<file path="config.mk">
export PLATFORM = sky130hd
export DESIGN_NAME = mx3i_div_stage
export DESIGN_NICKNAME = d
export VERILOG_FILES = /design/src/rtl/mx3i_pkg.sv /design/src/rtl/mx3i_div_stage.sv
export SDC_FILE = /design/constraint.sdc
export NUM_CORES = 2
export LEC_CHECK = 0
export BUFFER_PORTS_ARGS = -buffer_cell sky130_fd_sc_hd__buf_4
export CAP_MARGIN = 20
export CELL_PAD_IN_SITES_DETAIL_PLACEMENT = 0
export CELL_PAD_IN_SITES_GLOBAL_PLACEMENT = 1
export CORE_AREA = 4 4 750 752
export CTS_CLUSTER_DIAMETER = 40
export DETAILED_ROUTE_END_ITERATION = 12
export DIE_AREA = 0 0 754 756
export PLACE_DENSITY = 0.42
export REMOVE_ABC_BUFFERS = 1
export SYNTH_ARGS = -nofsm -noshare
export SYNTH_HDL_FRONTEND = slang
export SYNTH_SLANG_ARGS = --single-unit
</file>
<file path="constraint.sdc">
create_clock -name i_clk -period 4.4 [get_ports i_clk]
set_input_delay 0 -clock i_clk [delete_from_list [all_inputs] [get_ports i_clk]]
set_output_delay 0 -clock i_clk [all_outputs]
set_load 0.02 [all_outputs]
</file>
<file path="src/rtl/mx3i_pkg.sv">
package mx3i_pkg;

    localparam int IN_W   = 16;
    localparam int OUT_W  = 32;
    localparam int NELEM  = 9;
    localparam int COF_W  = 2 * IN_W;
    localparam int PROD_W = IN_W + COF_W;
    localparam int DET_W  = PROD_W + 2;
    localparam int MAG_W  = DET_W - 1;
    localparam int DEN_W  = MAG_W + 1;
    localparam int QSHIFT = 28;
    localparam int NUM_W  = COF_W + QSHIFT + 2;
    localparam int QUO_W  = OUT_W + 1;
    localparam int DS_W   = DEN_W + QUO_W - 1;

    typedef logic signed [IN_W-1:0]  t_elem;
    typedef logic signed [OUT_W-1:0] t_res;

    typedef struct packed {
        logic [NUM_W-1:0] rem;
        logic [QUO_W-1:0] quo;
        logic             neg;
        logic             ovf;
    } t_lane;

    typedef struct packed {
        logic [DS_W-1:0]         dsh;
        logic                    singular;
        t_lane [NELEM-1:0]       lane;
    } t_div;

endpackage

</file>
<file path="src/rtl/mx3i_div_stage.sv">
module mx3i_div_stage (
    input  logic             i_clk,
    input  logic             i_rst_n,
    input  logic             i_en,
    input  logic             i_valid,
    input  mx3i_pkg::t_div   i_div,
    output logic             o_valid,
    output mx3i_pkg::t_div   o_div
);
    import mx3i_pkg::*;

    logic  r_valid;
    t_div  r_div;
    t_div  n_div;

    // one quotient bit per lane: subtract the shifted divisor where it fits
    always_comb begin
        logic           ge;
        logic [DS_W-1:0] wide;
        n_div     = i_div;
        n_div.dsh = i_div.dsh >> 1;
        for (int k = 0; k < NELEM; k++) begin
            wide = DS_W'(i_div.lane[k].rem);
            ge   = (wide >= i_div.dsh);
            n_div.lane[k].rem = ge ? NUM_W'(wide - i_div.dsh) : i_div.lane[k].rem;
            n_div.lane[k].quo = {i_div.lane[k].quo[QUO_W-2:0], ge};
        end
    end

    always_ff @(posedge i_clk) begin
        if (!i_rst_n) begin
            r_valid <= 1'b0;
        end else if (i_en) begin
            r_valid <= i_valid;
        end
    end

    always_ff @(posedge i_clk) begin
        if (i_en) begin
            r_div <= n_div;
        end
    end

    assign o_valid = r_valid;
    assign o_div   = r_div;

endmodule

</file>
Yosys cells after proc, flatten, opt, wreduce, memory -nomap -nowiden. Cells that the tools add are included.

Bits of input ports: 960. Bits in registers: 956.

Magnitude comparators: 9. Multiplexer cells: 9. Add/subtract/negate cells: 9.

Operators with widths (count): >= comparator 62 x 82 -> 1 bit (9); two-way mux 62 bit (9); subtractor 62 bit (9).

Depth between registers and ports, before layout.
Depth after elaboration: 2. Depth in mapped cells: 18. Mapped depth without buffers: 15.

Worst setup path before layout. No wires, ideal clock.

Path type: input -> register. Start point: input i_div[423] (netlist bit). End point: register r_div, in the netlist o_div[427] (data pin). Arrival: 3.583 ns. Required time: 4.140 ns. Buffers on the path: 1. Cell stages on the path: 16. Setup slack: 0.557 ns. Cells stage by stage: inv_1 -> ha_1 -> fa_1 -> nor2b_1 -> o31a_1 -> o211a_1 -> o21ai_2 -> a2111oi_0 -> o311ai_1 -> a2bb2oi_1 -> o21ai_1 -> a41o_1 -> a31oi_1 -> a31oi_2 -> buf_2 -> mux2_2.

RTL lines: start: declaration (line mx3i_div_stage.sv:6) `input mx3i_pkg::t_div i_div,`; end signal: assignment (line mx3i_div_stage.sv:40) `r_div <= n_div;`; end: declaration (line mx3i_div_stage.sv:13) `t_div r_div;`.

==> qor.txt <==
layout cells sized above 1 = 0.2999
Synth Instances = 6,695
CTS HTree Levels = 5
Unique masters post-synth = 89
Sink Count = 956
Initial Util = 0.1194
Tmin final = 4.292 ns
status = completed
io pins = 1,917
DRC viols = 0
sequential-to-total area share from yosys stat = 0.4326
die span in y = 756 µm
Clock Skews = 0 ns
Yosys Warn Count = 0
CTS tree = done
total track usage = 0.1940
Worst Setup End Kind = flop
met2 WL post-DR = 314,000 µm
area grow syn2layout = 87.46%
# setup viols final = 0
worst setup path startpoint = i_div[879]
global-route wire length before repair = 742,800 µm
GRT Residual Overflow = 0
Post-synth top cells = 955 x edfxtp_1, 728 x nand2_1, 664 x o21ai_0, 635 x a21oi_1, 558 x ha_1
Worst slew margin = 0.3802
DIE WIDTH = 754 µm
Initial DRC Count = 4,102
cell area after synthesis = 66,330 µm²
worst hold path startpoint = i_div[604]
Syn Area/Cell = 9.908 µm²
Final Power = 44,290 µW
routed vias/inst = 3.919
Data arrival, critical path = 4.94 ns
Synth top area share = 0.4323
detailed-route wire length per cell = 30.49 µm
dominant synthesized flop cell = edfxtp_1
M1 WL = 199,400 µm
worst vdd ir = 0.0002782 V
Slew @ Worst Pin = 0.9212 ns
largest net degree at the start of global routing = 101
Min-Delay Path Class = in2reg
routed wl met3 = 28,620 µm
Root Driver = clkbuf_16
Post-DP Area = 96,050 µm²
critical path class = in2reg
Max Slew Vio Count = 0
worst skew pair latency = 0.86 ns
crit-path max FO = 6
Setup crit start kind = input pin
Max Cap Violations = 0
Reg clk slew, reported paths = 0.04 ns
Leak = 0.05237 µW
DRT Pass-1 Iters = 7
ys async rst share = 0
clock buffer depth = 4
DR vias = 74,540
largest cells by area after synthesis = edfxtp_1 43%, ha_1 11%, o21ai_0 5.0%, a21oi_1 4.8%, nand2_1 4.1%
PnR worst setup slack = 0.1075 ns
PwrDens = 356.1 nW/µm²
cell taking the most area after synthesis = edfxtp_1
most common cell in the netlist = edfxtp_1
Final TNS setup = 0 ns
Max Freq = 0.2330 GHz
endpoints failing hold = 0
number of global-route vias before repair = 78,669
Final GP Congestion = 0.8945
r2r startpoint = o_valid$_SDFFE_PN0P_
overall routed net length = 579,900 µm
initial antenna violation count = 207
Final ANT Viol Nets = 0
I/O Buffers = 1,906
Final Instance Area = 124,400 µm²
Post-synth EDFFs = 955
CP required = 5.04 ns
fin nets = 12,796
Place WS = -0.5996 ns
DR top layer = met5
die area = 570,000 µm²
Fin Hold WS = 0.04937 ns
Synth Register Bits = 956
cts bufs inserted = 282
Post-DP HPWL = 496,300 µm
Rows = 274
final cycle utilization of the critical path = 0.9756
CORE AREA = 555,700 µm²
per-stage QoR:
step | util | cells
2_1_floorplan | - | 6425
3_3_place_gp | 0.1728 | 16578
3_5_place_dp | 0.1728 | 16578
4_1_cts | 0.2227 | 18925
5_1_grt | 0.2236 | 18978
6_report | 0.2238 | 19021
path summary, 6_finish.rpt:
| kind | endpoint | slack, ns | cells after the start |
|---|---|---|---|
| setup / recovery | o_div[774]$_DFFE_PP_ | 0.11 | 21 |
| hold / removal | o_div[605]$_DFFE_PP_ | 0.05 | 2 |
| setup reg to reg | o_valid$_SDFFE_PN0P_ | 3.26 | 3 |
| hold reg to reg | o_valid$_SDFFE_PN0P_ | 1.07 | 3 |
state kept, by name (all words and copies together) (netlist names):
register,flops
o_valid,1
o_div,955
cell type report:
type                    count  area (µm²)
diodes                     83       207.7
clock buffers             315        7202
clock inverters           186        2011
fillers                 60870      431400
inverters                 226       854.6
multi-input cells        5243       36150
flip-flops and latches    956       28700
well taps                7452        9324
repair buffers           4560       39910
kinds of logic after synthesis:
logic type / Yosys count / share of synthesized area
multiplexers: 209 / 0.03523
flip-flops: 956 / 0.4326
AND/OR/NAND/NOR: 1754 / 0.1239
adder cells (fa/ha/maj): 567 / 0.1080
AO/OA/AOI/OAI: 2204 / 0.2039
buffers and inverters: 496 / 0.02925
XOR/XNOR: 508 / 0.06707
other: 1 / 0.00005653
power by group:
group          switching (µW)  internal, µW  total, µW
Clock                    7140         13200      20300
Combinational            7360          5330      12700
Sequential                422         10900      11300
Total                   14900         29400      44300
layout by cell type, fill, tap and decap left out, drive strengths merged, types with 77 or more instances in the layout:
master       synthesis  routed
xor2               202     202
ha                 558     558
nand4              136     136
a21o               325     325
o21ai              672     672
clkinv               0     121
dlygate4sd3          0    1846
mux2               196     196
edfxtp             955     955
nand3              145     145
a31oi               77      77
diode                0      83
nor2               306     306
o21bai              97      97
clkbuf             240     316
xnor2              306     306
buf                 30    2713
a21oi              637     637
inv                226     246
nand2              728     728
layer usage:
metal | vias to the layer above | track usage
li1 | 34603 | -
met1 | 36495 | 0.1905
met2 | 2423 | 0.3809
met3 | 907 | 0.03638
met4 | 112 | 0.1027
met5 | - | 0
critical path: stages:
cell	delay (ns)
dlygate4sd3_1	0.54
buf_4	0.14
inv_1	0.08
buf_12	0.14
buf_12	0.16
ha_1	0.27
a21o_1	0.20
or3_1	0.33
o211ai_1	0.38
and2_4	0.22
o41ai_2	0.07
buf_4	0.16
a211oi_2	0.29
o21bai_2	0.16
buf_12	0.16
a221o_1	0.39
a211oi_2	0.28
o41ai_2	0.14
xnor2_1	0.15
o21ai_0	0.09
dlygate4sd3_1	0.56
what timing repair did:
action | 4_1_cts | 5_1_grt
hold buffers | 1846 | 0
endpoints found under the setup margin | 0 | 195
gates resized for setup | 0 | 61
endpoints found under the hold margin | 1284 | 0
setup buffers | 0 | 12
Note: power is estimated with default switching activity, not from simulation.
