### config.mk
export PLATFORM = sky130hd
export DESIGN_NAME = mx3i_back
export DESIGN_NICKNAME = d
export VERILOG_FILES = /design/src/rtl/mx3i_pkg.sv /design/src/rtl/mx3i_back.sv
export SDC_FILE = /design/constraint.sdc
export NUM_CORES = 1
export LEC_CHECK = 0
export ABC_CLOCK_PERIOD_IN_PS = 7200
export BUFFER_PORTS_ARGS = -buffer_cell sky130_fd_sc_hd__buf_2
export CORE_AREA = 10 10 485 487
export CTS_BUF_LIST = sky130_fd_sc_hd__clkbuf_8
export DETAILED_ROUTE_END_ITERATION = 8
export DIE_AREA = 0 0 495 497
export HOLD_SLACK_MARGIN = 0.03
export PLACE_DENSITY_LB_ADDON = 0.1
export SLEW_MARGIN = 20
export SYNTH_ARGS = -nofsm -noshare
export SYNTH_HDL_FRONTEND = slang
export SYNTH_SLANG_ARGS = --single-unit
### constraint.sdc
create_clock -name i_clk -period 7.2 [get_ports i_clk]
set_input_delay 0.36 -clock i_clk [delete_from_list [all_inputs] [get_ports i_clk]]
set_output_delay 0.36 -clock i_clk [all_outputs]
set_load 0.03 [all_outputs]
### src/rtl/mx3i_pkg.sv
package mx3i_pkg;

    localparam int IN_W   = 16;
    localparam int OUT_W  = 32;
    localparam int NELEM  = 9;
    localparam int COF_W  = 2 * IN_W;
    localparam int PROD_W = IN_W + COF_W;
    localparam int DET_W  = PROD_W + 2;
    localparam int MAG_W  = DET_W - 1;
    localparam int DEN_W  = MAG_W + 1;
    localparam int QSHIFT = 28;
    localparam int NUM_W  = COF_W + QSHIFT + 2;
    localparam int QUO_W  = OUT_W + 1;
    localparam int DS_W   = DEN_W + QUO_W - 1;

    typedef logic signed [IN_W-1:0]  t_elem;
    typedef logic signed [OUT_W-1:0] t_res;

    typedef struct packed {
        logic [NUM_W-1:0] rem;
        logic [QUO_W-1:0] quo;
        logic             neg;
        logic             ovf;
    } t_lane;

    typedef struct packed {
        logic [DS_W-1:0]         dsh;
        logic                    singular;
        t_lane [NELEM-1:0]       lane;
    } t_div;

endpackage

### src/rtl/mx3i_back.sv
module mx3i_back (
    input  logic             i_clk,
    input  logic             i_rst_n,
    input  logic             i_en,
    input  logic             i_valid,
    input  mx3i_pkg::t_div   i_div,
    output logic             o_valid,
    output mx3i_pkg::t_res   o_inv [9],
    output logic             o_singular,
    output logic             o_saturated
);
    import mx3i_pkg::*;

    logic  r_valid;
    t_res  r_inv [NELEM];
    logic  r_singular;
    logic  r_saturated;
    t_res  n_inv [NELEM];
    logic  n_saturated;

    // clip to range, apply sign, zero everything for a singular matrix
    always_comb begin
        logic [QUO_W-1:0] limit;
        logic [QUO_W-1:0] mag;
        logic             over;
        n_saturated = 1'b0;
        for (int k = 0; k < NELEM; k++) begin
            limit = i_div.lane[k].neg ? (QUO_W'(1) << (OUT_W - 1))
                                      : ((QUO_W'(1) << (OUT_W - 1)) - QUO_W'(1));
            over  = i_div.lane[k].ovf || (i_div.lane[k].quo > limit);
            mag   = over ? limit : i_div.lane[k].quo;
            n_inv[k] = i_div.lane[k].neg ? OUT_W'(-mag) : OUT_W'(mag);
            if (i_div.singular) begin
                n_inv[k] = '0;
            end
            n_saturated = n_saturated | (over & ~i_div.singular);
        end
    end

    always_ff @(posedge i_clk) begin
        if (!i_rst_n) begin
            r_valid <= 1'b0;
        end else if (i_en) begin
            r_valid <= i_valid;
        end
    end

    always_ff @(posedge i_clk) begin
        if (i_en) begin
            r_inv       <= n_inv;
            r_singular  <= i_div.singular;
            r_saturated <= n_saturated;
        end
    end

    assign o_valid     = r_valid;
    assign o_inv       = r_inv;
    assign o_singular  = r_singular;
    assign o_saturated = r_saturated;

endmodule

== After elaboration in Yosys (flattened, before gate mapping) ==
Cells that the tools add are included.
Word-level totals
  flip-flop bits (word level): 291
  bits in latches: 0
  RAM bits: 0
  bits in read-only memories: 0
  input bits: 960
  output and inout port bits: 291
  word-level logic and storage cells: 84
  memories kept: 0
Cells by class
  $add $sub $neg: 9
  multipliers: 0
  div/mod/pow operators: 0
  magnitude comparators: 9
  eq/ne operators: 0
  shift operators: 0
  muxes and demuxes: 27
  bitwise operators: 18
  reductions and logical operators: 9
Operators with widths (count)
  32-bit 2-to-1 mux: 27
  33-bit by 32-bit > comparator with 1-bit output: 9
  32-bit negator: 9
  1-bit bitwise AND: 9
  1-bit logical OR: 9
  1-bit bitwise OR: 8
  1-bit inverter: 1

== Depth between registers and ports, before layout ==
Gate-level depths: netlist (run 1).
  depth after elaboration: 12
  depth in mapped cells: 23
  mapped depth without buffers: 19

== Worst setup path after synthesis (run 1) ==
No wires, ideal clock.
  path type: input -> register
  start point: input i_div[583] (netlist name)
  end point: register r_inv (netlist bit o_inv[88]), data pin
  setup time: 0.167 ns
  data arrival time: 5.063 ns
  data required time: 7.033 ns
  slack: 1.969 ns
  stages on the path: 21
  path buffers: 5
  cell sequence: clkbuf_1 > clkinv_1 > clkbuf_1 > ha_1 > nand4b_1 > nor4_1 > nand3_1 > and2_1 > a221o_1 > clkbuf_1 > clkbuf_1 > o21ai_0 > ha_1 > buf_1 > nand3_1 > or2_2 > or3_1 > nor3_1 > xor2_1 > mux2_2 > a211oi_1
On the way
  cells in the longest elaborated chain, start to end: 6
Ends and longest elaborated chain
  from (decl): RTL line mx3i_back.sv:6  | input mx3i_pkg::t_div i_div,
  32-bit 2-to-1 mux: RTL line mx3i_back.sv:28  | limit = i_div.lane[k].neg ? (QUO_W'(1) << (OUT_W - 1))
  33-bit by 32-bit > comparator with 1-bit output: RTL line mx3i_back.sv:30  | over = i_div.lane[k].ovf || (i_div.lane[k].quo > limit);
  1-bit logical OR: RTL line mx3i_back.sv:30
  32-bit 2-to-1 mux: RTL line mx3i_back.sv:31  | mag = over ? limit : i_div.lane[k].quo;
  32-bit negator: RTL line mx3i_back.sv:32  | n_inv[k] = i_div.lane[k].neg ? OUT_W'(-mag) : OUT_W'(mag);
  32-bit 2-to-1 mux (*): RTL line mx3i_back.sv:32
  to (signal assigned): RTL line mx3i_back.sv:50  | r_inv <= n_inv;
  to (decl): RTL line mx3i_back.sv:15  | t_res r_inv [NELEM];
Mark *: on every way between the ends. The rest lies on a longest branch, timed or not.
A chain may end at the register's enable or synchronous reset.

== Worst setup path after layout (run 1) ==
  start point: input i_div[118] (netlist name)
  end point: register r_inv (netlist bit o_inv[254]), data pin
On the way
  cells in the longest elaborated chain, start to end: 5
Ends and longest elaborated chain (RTL line)
  33-bit by 32-bit > comparator with 1-bit output: mx3i_back.sv:30
  1-bit logical OR: mx3i_back.sv:30
  32-bit 2-to-1 mux (*): mx3i_back.sv:31
  32-bit negator: mx3i_back.sv:32
  32-bit 2-to-1 mux (*): mx3i_back.sv:32
Marked as above.

==> results of run 1 <==
cell type report:
type / count / share of cell area
Multi-Input combinational cell: 2582 / 0.460
Sequential cell: 291 / 0.236
Timing Repair Buffer: 894 / 0.156
Tap cell: 3009 / 0.102
Clock buffer: 76 / 0.0283
Clock inverter: 58 / 0.0103
Inverter: 47 / 0.00478
Antenna cell: 28 / 0.00190
power by group through the flow:
| stage | sequential (W) | combinational (W) | clock [W] |
|---|---|---|---|
| after floorplan | 0.00245 | 0.000695 | 0 |
| after global placement | 0.00217 | 0.00193 | 0 |
| after detailed placement | 0.00217 | 0.00193 | 0 |
| after CTS | 0.00214 | 0.00205 | 0.00234 |
| after global routing | 0.00215 | 0.00222 | 0.00238 |
| final | 0.00213 | 0.00199 | 0.00216 |
metal layers:
layer / GRT usage / routed length (um)
met1: 0.159 / 72200
met2: 0.209 / 74100
met3: 0.0550 / 15400
met4: 0.0260 / 3040
met5: 0 / 281
stage by stage:
stage	instances	util	setup slack [ps]
2_1_floorplan	3093	-	1970
5_1_grt	6976	0.163	1110
6_report	6985	0.163	1590
3_3_place_gp	6606	0.147	840
3_5_place_dp	6606	0.147	839
4_1_cts	6957	0.163	1470
what timing repair did:
action,in CTS,in global routing
hold buffers,217,0
hold endpoints to repair,246,0
setup buffers,0,0
flip-flops by register name, summed over array words and instances, names as in the netlist:
register / cells
o_inv: 288
o_saturated: 1
o_singular: 1
o_valid: 1
logic make-up (layout without fill, tap and decap cells):
kind of cell    after synthesis  count (layout)  share of synthesized area
compound gates              989             989                      0.230
flops                       291             291                      0.328
fa+ha+maj                   297             297                      0.140
simple gates               1184            1184                      0.224
mux                          95              95                     0.0385
buf+inv                     220            1075                     0.0343
other cells                   0              28                          0
xor+xnor                     17              17                    0.00560
worst reg2reg max path, cell delays in order, from the launching register on:
cell	delay (ps)
sky130_fd_sc_hd__dfxtp_1	310
sky130_fd_sc_hd__mux2i_1	120
sky130_fd_sc_hd__nor2b_1	60
sky130_fd_sc_hd__dlygate4sd3_1	540
path summary, 6_finish.rpt:
kind / depth (start not counted) / endpoint / slack, ps
worst min register to register: 3 / o_valid / 1070
worst max register to register: 3 / o_valid / 6060
worst min-delay path: 3 / o_inv[2] / 150
worst max-delay path: 23 / o_inv[254] / 1590
cells in the final DEF, fill, tap and decap left out, drive strengths merged, types with 36 or more instances in the layout:
cell,n
mux2i,36
dlygate4sd3,217
or2,37
nor3,157
a221oi,56
mux2,59
edfxtp,290
a211oi,79
nand4,69
nor4,67
buf,677
a21oi,329
ha,297
nand2,280
o21ai,285
nand3,65
inv,68
clkbuf,76
nor2,309
or3,51
==> impl_metrics.prom, run 1 <==
# TYPE chip_impl_metric gauge
chip_impl_info{name="status",value="finished, final reports clean"} 1
chip_impl_metric{name="drive_above_1_share",unit=""} 0.231
chip_impl_metric{name="drv_cap",unit=""} 0
chip_impl_metric{name="grt_start_max_net_pins",unit=""} 98
chip_impl_metric{name="cts_buffer_depth",unit=""} 3
chip_impl_metric{name="share_seq_of_total_power",unit=""} 0.339
chip_impl_info{name="worstHoldPathType",value="primary input to register"} 1
chip_impl_metric{name="finalNetCount",unit=""} 5149
chip_impl_info{name="critical-path-top-delay-family",value="simple AND/OR/NAND/NOR gates"} 1
chip_impl_metric{name="clkLatencyLatePin",unit="ps"} 810
chip_impl_metric{name="post_cts_resize_count",unit=""} 0
chip_impl_info{name="synth_top_cells_by_count",value="sky130_fd_sc_hd__a21oi_1, sky130_fd_sc_hd__nor2_1, sky130_fd_sc_hd__ha_1"} 1
chip_impl_info{name="critical_path_class",value="primary input to register"} 1
chip_impl_metric{name="place.gp.congestion",unit=""} 0.756
chip_impl_metric{name="synth_top_cell_area_share",unit=""} 0.328
chip_impl_metric{name="max_slew_margin",unit=""} 0.299
chip_impl_metric{name="numClockSinks",unit=""} 291
chip_impl_metric{name="power_density",unit="nW/um^2"} 170
chip_impl_info{name="crit_top_cell",value="sky130_fd_sc_hd__buf_4"} 1
chip_impl_metric{name="placed_area",unit="um^2"} 33300
chip_impl_metric{name="worst-slew-pin-transition",unit="ps"} 1040
chip_impl_info{name="worstSetupStartpoint",value="i_div[118]"} 1
chip_impl_metric{name="synthCells",unit=""} 3093
chip_impl_info{name="root_buffer",value="sky130_fd_sc_hd__clkbuf_8"} 1
chip_impl_metric{name="clkTransAtPathRegs",unit="ps"} 60
chip_impl_metric{name="synth_seq_cells",unit=""} 291
chip_impl_metric{name="post-route-min-period",unit="ps"} 5610
chip_impl_metric{name="yosysWarningCount",unit=""} 0
chip_impl_metric{name="footprint_of_the_multi_input_gates",unit="um^2"} 17000
chip_impl_metric{name="ys_types",unit=""} 91
chip_impl_metric{name="cts-buffers-inserted",unit=""} 76
chip_impl_metric{name="finalWirelength",unit="um"} 165000
chip_impl_metric{name="total_switching_power",unit="W"} 0.00251
chip_impl_info{name="yosys_most_used_dff",value="sky130_fd_sc_hd__edfxtp_1"} 1
chip_impl_metric{name="clock.fmax",unit="MHz"} 178
chip_impl_metric{name="drt-vias-per-instance",unit=""} 4.04
chip_impl_info{name="hold_path.startpoint",value="i_div[780]"} 1
chip_impl_metric{name="async_flop_share",unit=""} 0
chip_impl_metric{name="mapped_cell_area",unit="um^2"} 26600
chip_impl_metric{name="syn_nets",unit=""} 4350
chip_impl_metric{name="fill_cells",unit=""} 25808
chip_impl_metric{name="comb_power_share",unit=""} 0.317
chip_impl_metric{name="die_area",unit="um^2"} 246000
chip_impl_metric{name="postLayoutCellArea",unit="um^2"} 36900
chip_impl_metric{name="final_slew_violations",unit=""} 0
chip_impl_metric{name="detailedRoute.firstIterationViolations",unit=""} 1478
chip_impl_metric{name="fin_crit_sh",unit=""} 0.779
chip_impl_info{name="critical_path.endpoint_type",value="register"} 1
chip_impl_metric{name="worst-path-max-fanout",unit=""} 19
chip_impl_metric{name="route.antenna.remaining_nets",unit=""} 0
chip_impl_info{name="cp_cell_sequence",value="dlygate4sd3_1, buf_2, ha_1, nand4_1, nor4_1, a221oi_1, o22ai_1, a211oi_1, buf_4, o21ai_4, buf_4, nand2_1, o21ai_0, ha_1, buf_4, clkinv_1, buf_4, or4_1, nor4_1, nand3b_1, nand2_1, mux2i_1, a221oi_1"} 1
chip_impl_metric{name="gr-usage-all-layers",unit=""} 0.129
chip_impl_metric{name="grt_pass1_wl",unit="um"} 231000
chip_impl_info{name="synth.most_common_cell",value="sky130_fd_sc_hd__a21oi_1"} 1
chip_impl_metric{name="timing.critical_path.required",unit="ps"} 7790
chip_impl_metric{name="count_of_input_and_output_buffers",unit=""} 610
chip_impl_metric{name="setup_viol",unit=""} 0
chip_impl_metric{name="remaining_drc_errors",unit=""} 0
chip_impl_metric{name="fin_setup_tns",unit="ps"} 0
chip_impl_metric{name="hold_slack",unit="ps"} 154
chip_impl_info{name="setup.worst_path.start_class",value="primary input"} 1
chip_impl_metric{name="area_delta_synth_final",unit="%"} 39.0
chip_impl_metric{name="first_global_vias",unit=""} 28765
chip_impl_metric{name="initial_utilization",unit=""} 0.118
chip_impl_metric{name="worstPathArrival",unit="ps"} 6200
chip_impl_metric{name="timing.critical_path.buf_inv",unit=""} 7
chip_impl_metric{name="design_power_total",unit="W"} 0.00628
chip_impl_metric{name="grt_antenna_before_repair",unit=""} 74
chip_impl_metric{name="synth_enable_flop_cells",unit=""} 290
chip_impl_metric{name="cts-htree-levels",unit=""} 3
chip_impl_metric{name="max_stage_delay",unit="ps"} 680
chip_impl_metric{name="grt_overflow_total",unit=""} 0
chip_impl_metric{name="final.setup_skew",unit="ps"} 0
chip_impl_metric{name="dr_total_vias",unit=""} 28230
chip_impl_metric{name="power.share.clock",unit=""} 0.344
chip_impl_metric{name="core_region_area",unit="um^2"} 226000
chip_impl_metric{name="synth.avg_cell_area",unit="um^2"} 8.60
chip_impl_info{name="netlist_top_cells_area",value="sky130_fd_sc_hd__edfxtp_1, sky130_fd_sc_hd__ha_1, sky130_fd_sc_hd__a21oi_1"} 1
chip_impl_metric{name="die_extent_in_x",unit="um"} 495
chip_impl_info{name="grt_setup_unrepaired",value="false"} 1
chip_impl_metric{name="detailed_place_hpwl",unit="um"} 131000
chip_impl_metric{name="leakage",unit="nW"} 13.8
chip_impl_info{name="slowest_stage",value="sky130_fd_sc_hd__or4_1"} 1
chip_impl_metric{name="drtPass1Iterations",unit=""} 7
chip_impl_metric{name="pin_count",unit=""} 1251
chip_impl_metric{name="vdd_ir_drop_max",unit="mV"} 0.102
chip_impl_info{name="netlist.top_cell.by_area",value="sky130_fd_sc_hd__edfxtp_1"} 1
chip_impl_info{name="rr_startpoint",value="o_valid"} 1
chip_impl_metric{name="cellInternalPower",unit="W"} 0.00377
chip_impl_metric{name="route.detailed.wl_per_inst",unit="um"} 23.6
chip_impl_metric{name="num_rows",unit=""} 175
chip_impl_metric{name="power_switching_share",unit=""} 0.400
chip_impl_metric{name="hold_viol",unit=""} 0
chip_impl_metric{name="synth_sequential_area_ratio",unit=""} 0.328
chip_impl_info{name="tritoncts",value="done"} 1
chip_impl_metric{name="final-seq-area",unit="um^2"} 8730
chip_impl_metric{name="chipHeight",unit="um"} 497
Note: power is estimated with default switching activity, not from simulation.
==> run 2: changes to the inputs <==
--- a/config.mk
+++ b/config.mk
@@ -5,12 +5,13 @@
 export SDC_FILE = /design/constraint.sdc
 export NUM_CORES = 1
 export LEC_CHECK = 0
-export ABC_CLOCK_PERIOD_IN_PS = 7200
+export ABC_AREA = 1
+export ABC_CLOCK_PERIOD_IN_PS = 4600
 export BUFFER_PORTS_ARGS = -buffer_cell sky130_fd_sc_hd__buf_2
-export CORE_AREA = 10 10 485 487
+export CORE_AREA = 10 10 480 482
 export CTS_BUF_LIST = sky130_fd_sc_hd__clkbuf_8
 export DETAILED_ROUTE_END_ITERATION = 8
-export DIE_AREA = 0 0 495 497
+export DIE_AREA = 0 0 490 492
 export HOLD_SLACK_MARGIN = 0.03
 export PLACE_DENSITY_LB_ADDON = 0.1
 export SLEW_MARGIN = 20
==> constraint.sdc (replaced) <==
create_clock -name i_clk -period 4.6 [get_ports i_clk]
set_input_delay 0.23 -clock i_clk [delete_from_list [all_inputs] [get_ports i_clk]]
set_output_delay 0.23 -clock i_clk [all_outputs]
set_load 0.03 [all_outputs]
==> impl_metrics.prom, run 2 <==
# TYPE chip_impl_metric gauge
chip_impl_metric{name="initial_utilization",unit=""} 0.132
chip_impl_info{name="synth.most_common_cell",value="sky130_fd_sc_hd__nand2_1"} 1
chip_impl_metric{name="drv_cap",unit=""} 0
chip_impl_metric{name="chipHeight",unit="um"} 492
chip_impl_metric{name="comb_power_share",unit=""} 0.367
chip_impl_metric{name="vdd_ir_drop_max",unit="mV"} 0.179
chip_impl_metric{name="timing.critical_path.required",unit="ps"} 5120
chip_impl_metric{name="leakage",unit="nW"} 19.3
chip_impl_metric{name="max_slew_margin",unit=""} 0.481
chip_impl_metric{name="core_region_area",unit="um^2"} 221000
chip_impl_metric{name="synth_sequential_area_ratio",unit=""} 0.299
chip_impl_metric{name="die_extent_in_x",unit="um"} 490
chip_impl_metric{name="place.gp.congestion",unit=""} 0.828
chip_impl_info{name="worstHoldPathType",value="primary input to register"} 1
chip_impl_metric{name="utilization",unit=""} 0.180
chip_impl_info{name="critical_path_class",value="primary input to register"} 1
chip_impl_metric{name="syn_nets",unit=""} 5680
chip_impl_metric{name="count_of_input_and_output_buffers",unit=""} 610
chip_impl_metric{name="cts_buffer_depth",unit=""} 3
chip_impl_metric{name="detailed_place_hpwl",unit="um"} 145000
chip_impl_info{name="netlist_top_cells_area",value="sky130_fd_sc_hd__edfxtp_1, sky130_fd_sc_hd__nand2_1, sky130_fd_sc_hd__ha_1"} 1
chip_impl_metric{name="detailedRoute.firstIterationViolations",unit=""} 1758
chip_impl_metric{name="cts-htree-levels",unit=""} 3
chip_impl_metric{name="total_switching_power",unit="W"} 0.00441
chip_impl_metric{name="synthCells",unit=""} 4423
chip_impl_metric{name="num_rows",unit=""} 173
chip_impl_metric{name="fill_cells",unit=""} 25540
chip_impl_metric{name="async_flop_share",unit=""} 0
chip_impl_metric{name="largest_register_ffs",unit=""} 288
chip_impl_metric{name="remaining_drc_errors",unit=""} 0
chip_impl_metric{name="finalNetCount",unit=""} 6529
chip_impl_metric{name="setup_viol",unit=""} 0
chip_impl_metric{name="dr_total_vias",unit=""} 32695
chip_impl_metric{name="power_switching_share",unit=""} 0.429
chip_impl_metric{name="grt_overflow_total",unit=""} 0
chip_impl_metric{name="ys_types",unit=""} 49
chip_impl_info{name="netlist.top_cell.by_area",value="sky130_fd_sc_hd__edfxtp_1"} 1
chip_impl_metric{name="drive_above_1_share",unit=""} 0.170
chip_impl_metric{name="grt_start_max_net_pins",unit=""} 88
chip_impl_info{name="critical_path.endpoint_type",value="register"} 1
chip_impl_metric{name="route.antenna.remaining_nets",unit=""} 0
chip_impl_metric{name="cts-buffers-inserted",unit=""} 71
chip_impl_metric{name="pin_count",unit=""} 1251
chip_impl_metric{name="worst-slew-pin-transition",unit="ps"} 778
chip_impl_metric{name="clkTransAtPathRegs",unit="ps"} 60
chip_impl_metric{name="area_delta_synth_final",unit="%"} 35.9
chip_impl_metric{name="clkLatencyLatePin",unit="ps"} 760
chip_impl_info{name="layout_common_cells",value="sky130_fd_sc_hd__nand2_1, sky130_fd_sc_hd__nor2_1, sky130_fd_sc_hd__buf_2"} 1
chip_impl_metric{name="synth_seq_cells",unit=""} 291
chip_impl_metric{name="worstPathArrival",unit="ps"} 4900
chip_impl_metric{name="final.setup_skew",unit="ps"} 0
chip_impl_info{name="tritoncts",value="done"} 1
chip_impl_metric{name="cellInternalPower",unit="W"} 0.00586
chip_impl_metric{name="drtPass1Iterations",unit=""} 8
chip_impl_info{name="yosys_most_used_dff",value="sky130_fd_sc_hd__edfxtp_1"} 1
chip_impl_metric{name="numClockSinks",unit=""} 291
chip_impl_metric{name="drt-vias-per-instance",unit=""} 3.93
chip_impl_metric{name="hold_viol",unit=""} 0
chip_impl_metric{name="yosysWarningCount",unit=""} 0
chip_impl_metric{name="clock.fmax",unit="MHz"} 228
chip_impl_metric{name="synth_enable_flop_cells",unit=""} 290
chip_impl_metric{name="post-route-min-period",unit="ps"} 4380
chip_impl_metric{name="power_density",unit="nW/um^2"} 259
chip_impl_metric{name="synth_top_cell_area_share",unit=""} 0.298
chip_impl_metric{name="grt_antenna_before_repair",unit=""} 28
chip_impl_info{name="status",value="finished, final reports clean"} 1
chip_impl_metric{name="first_global_vias",unit=""} 32885
chip_impl_info{name="root_buffer",value="sky130_fd_sc_hd__clkbuf_8"} 1
chip_impl_metric{name="fin_setup_tns",unit="ps"} 0
chip_impl_metric{name="die_area",unit="um^2"} 241000
chip_impl_info{name="synth_top_cells_by_count",value="sky130_fd_sc_hd__nand2_1, sky130_fd_sc_hd__nor2_1, sky130_fd_sc_hd__nand3_1"} 1
chip_impl_metric{name="mapped_cell_area",unit="um^2"} 29200
chip_impl_metric{name="route.detailed.wl_per_inst",unit="um"} 20.9
chip_impl_metric{name="gr-usage-all-layers",unit=""} 0.139
chip_impl_metric{name="synth.avg_cell_area",unit="um^2"} 6.61
chip_impl_metric{name="share_seq_of_total_power",unit=""} 0.326
chip_impl_metric{name="grt_pass1_wl",unit="um"} 247000
chip_impl_metric{name="fin_crit_sh",unit=""} 0.952
chip_impl_metric{name="finalWirelength",unit="um"} 174000
chip_impl_info{name="mostFrequentLayoutCell",value="sky130_fd_sc_hd__nand2_1"} 1
chip_impl_info{name="setup.worst_path.start_class",value="primary input"} 1
chip_impl_metric{name="power.share.clock",unit=""} 0.307
chip_impl_metric{name="worst-path-max-fanout",unit=""} 53
chip_impl_metric{name="final_slew_violations",unit=""} 0
[run 2: cell count changes after synthesis, moves of 77 or more]
cell and delta:
sky130_fd_sc_hd__a211oi_1 -77, sky130_fd_sc_hd__clkbuf_1 -93, sky130_fd_sc_hd__inv_1 +371, sky130_fd_sc_hd__nand2_1 +1021
sky130_fd_sc_hd__nand3_1 +477, sky130_fd_sc_hd__nor2_1 +343, sky130_fd_sc_hd__nor3_1 -92, sky130_fd_sc_hd__o21ai_0 -124
[run 2: area by class of cell]
class / instances / area [um^2] / share of cell area
inverter: 423 / 1600 / 0.0402
clock buffer: 71 / 977 / 0.0246
tap: 2975 / 3720 / 0.0938
sequential: 291 / 8730 / 0.220
multi-input combinational: 3557 / 18200 / 0.458
timing repair buffer: 928 / 6130 / 0.154
clock inverter: 56 / 333 / 0.00838
antenna: 10 / 25.0 / 0.000630
[run 2: kinds of logic after synthesis]
group                    share of synthesized area
adder cells (fa/ha/maj)                      0.127
buffers and inverters                       0.0794
AND/OR/NAND/NOR                              0.397
AO/OA/AOI/OAI                               0.0978
flip-flops                                   0.299
[run 2: worst paths after layout]
check,from,cells past startpoint,to,slack [ps]
worst max-delay path,i_div[30],25,o_inv[284],220
worst min-delay path,i_div[218],4,o_inv[214],130
worst max register to register,o_valid,3,o_valid,3390
worst min register to register,o_valid,3,o_valid,1090
[run 2: metrics by stage]
step / instance area, um^2 / power, W / setup WS (ps) / cells / hold WS (ps)
after floorplan: 29200 / 0.00546 / 984 / 4423 / 323
after global placement: 36100 / 0.00709 / 101 / 7952 / 463
after detailed placement: 36100 / 0.00708 / 96.9 / 7952 / 475
after CTS: 39600 / 0.0106 / 204 / 8299 / 30.1
after global routing: 39700 / 0.0111 / -22.7 / 8307 / 89.8
final: 39700 / 0.0103 / 223 / 8311 / 129
[run 2: power groups by stage]
stage          combinational, W  sequential, W  clock [W]
3_3_place_gp            0.00369        0.00340          0
4_1_cts                 0.00387        0.00336    0.00341
2_1_floorplan           0.00161        0.00386          0
5_1_grt                 0.00422        0.00337    0.00349
3_5_place_dp            0.00368        0.00340          0
6_report                0.00377        0.00334    0.00315
[run 2: critical path, cell delays in order]
cell,delay [ps]
sky130_fd_sc_hd__dlygate4sd3_1,530
sky130_fd_sc_hd__buf_2,140
sky130_fd_sc_hd__ha_1,290
sky130_fd_sc_hd__nand2_1,100
sky130_fd_sc_hd__inv_1,80
sky130_fd_sc_hd__nand2_1,80
sky130_fd_sc_hd__nand2_1,50
sky130_fd_sc_hd__a21oi_1,170
sky130_fd_sc_hd__nand2_1,70
sky130_fd_sc_hd__nor2_1,130
sky130_fd_sc_hd__nand2_1,140
sky130_fd_sc_hd__nand2_2,90
sky130_fd_sc_hd__nand2_1,150
sky130_fd_sc_hd__nand2_2,180
sky130_fd_sc_hd__buf_4,130
sky130_fd_sc_hd__buf_12,220
sky130_fd_sc_hd__nand4_1,270
sky130_fd_sc_hd__nor2_4,230
sky130_fd_sc_hd__nand2_1,100
sky130_fd_sc_hd__nor2_2,130
sky130_fd_sc_hd__nand2_1,110
sky130_fd_sc_hd__a21oi_1,120
sky130_fd_sc_hd__dlygate4sd3_1,550
sky130_fd_sc_hd__nor2_1,40
sky130_fd_sc_hd__dlygate4sd3_1,540
[run 2: repair_timing]
| item | 4_1_cts | 5_1_grt |
|---|---|---|
| setup buffers | 0 | 2 |
| hold endpoints to repair | 261 | 0 |
| endpoints found under the setup margin | 0 | 1 |
| gates resized for setup | 0 | 4 |
| hold buffers | 220 | 0 |
[run 2: per-layer routing]
layer  global-route usage  vias to the layer above  wire length, um
met3               0.0381                      163            10500
li1                     -                    16522                -
met2                0.235                      778            81900
met1                0.176                    15226            78200
met4               0.0309                        6             3370
met5                    0                        -               41
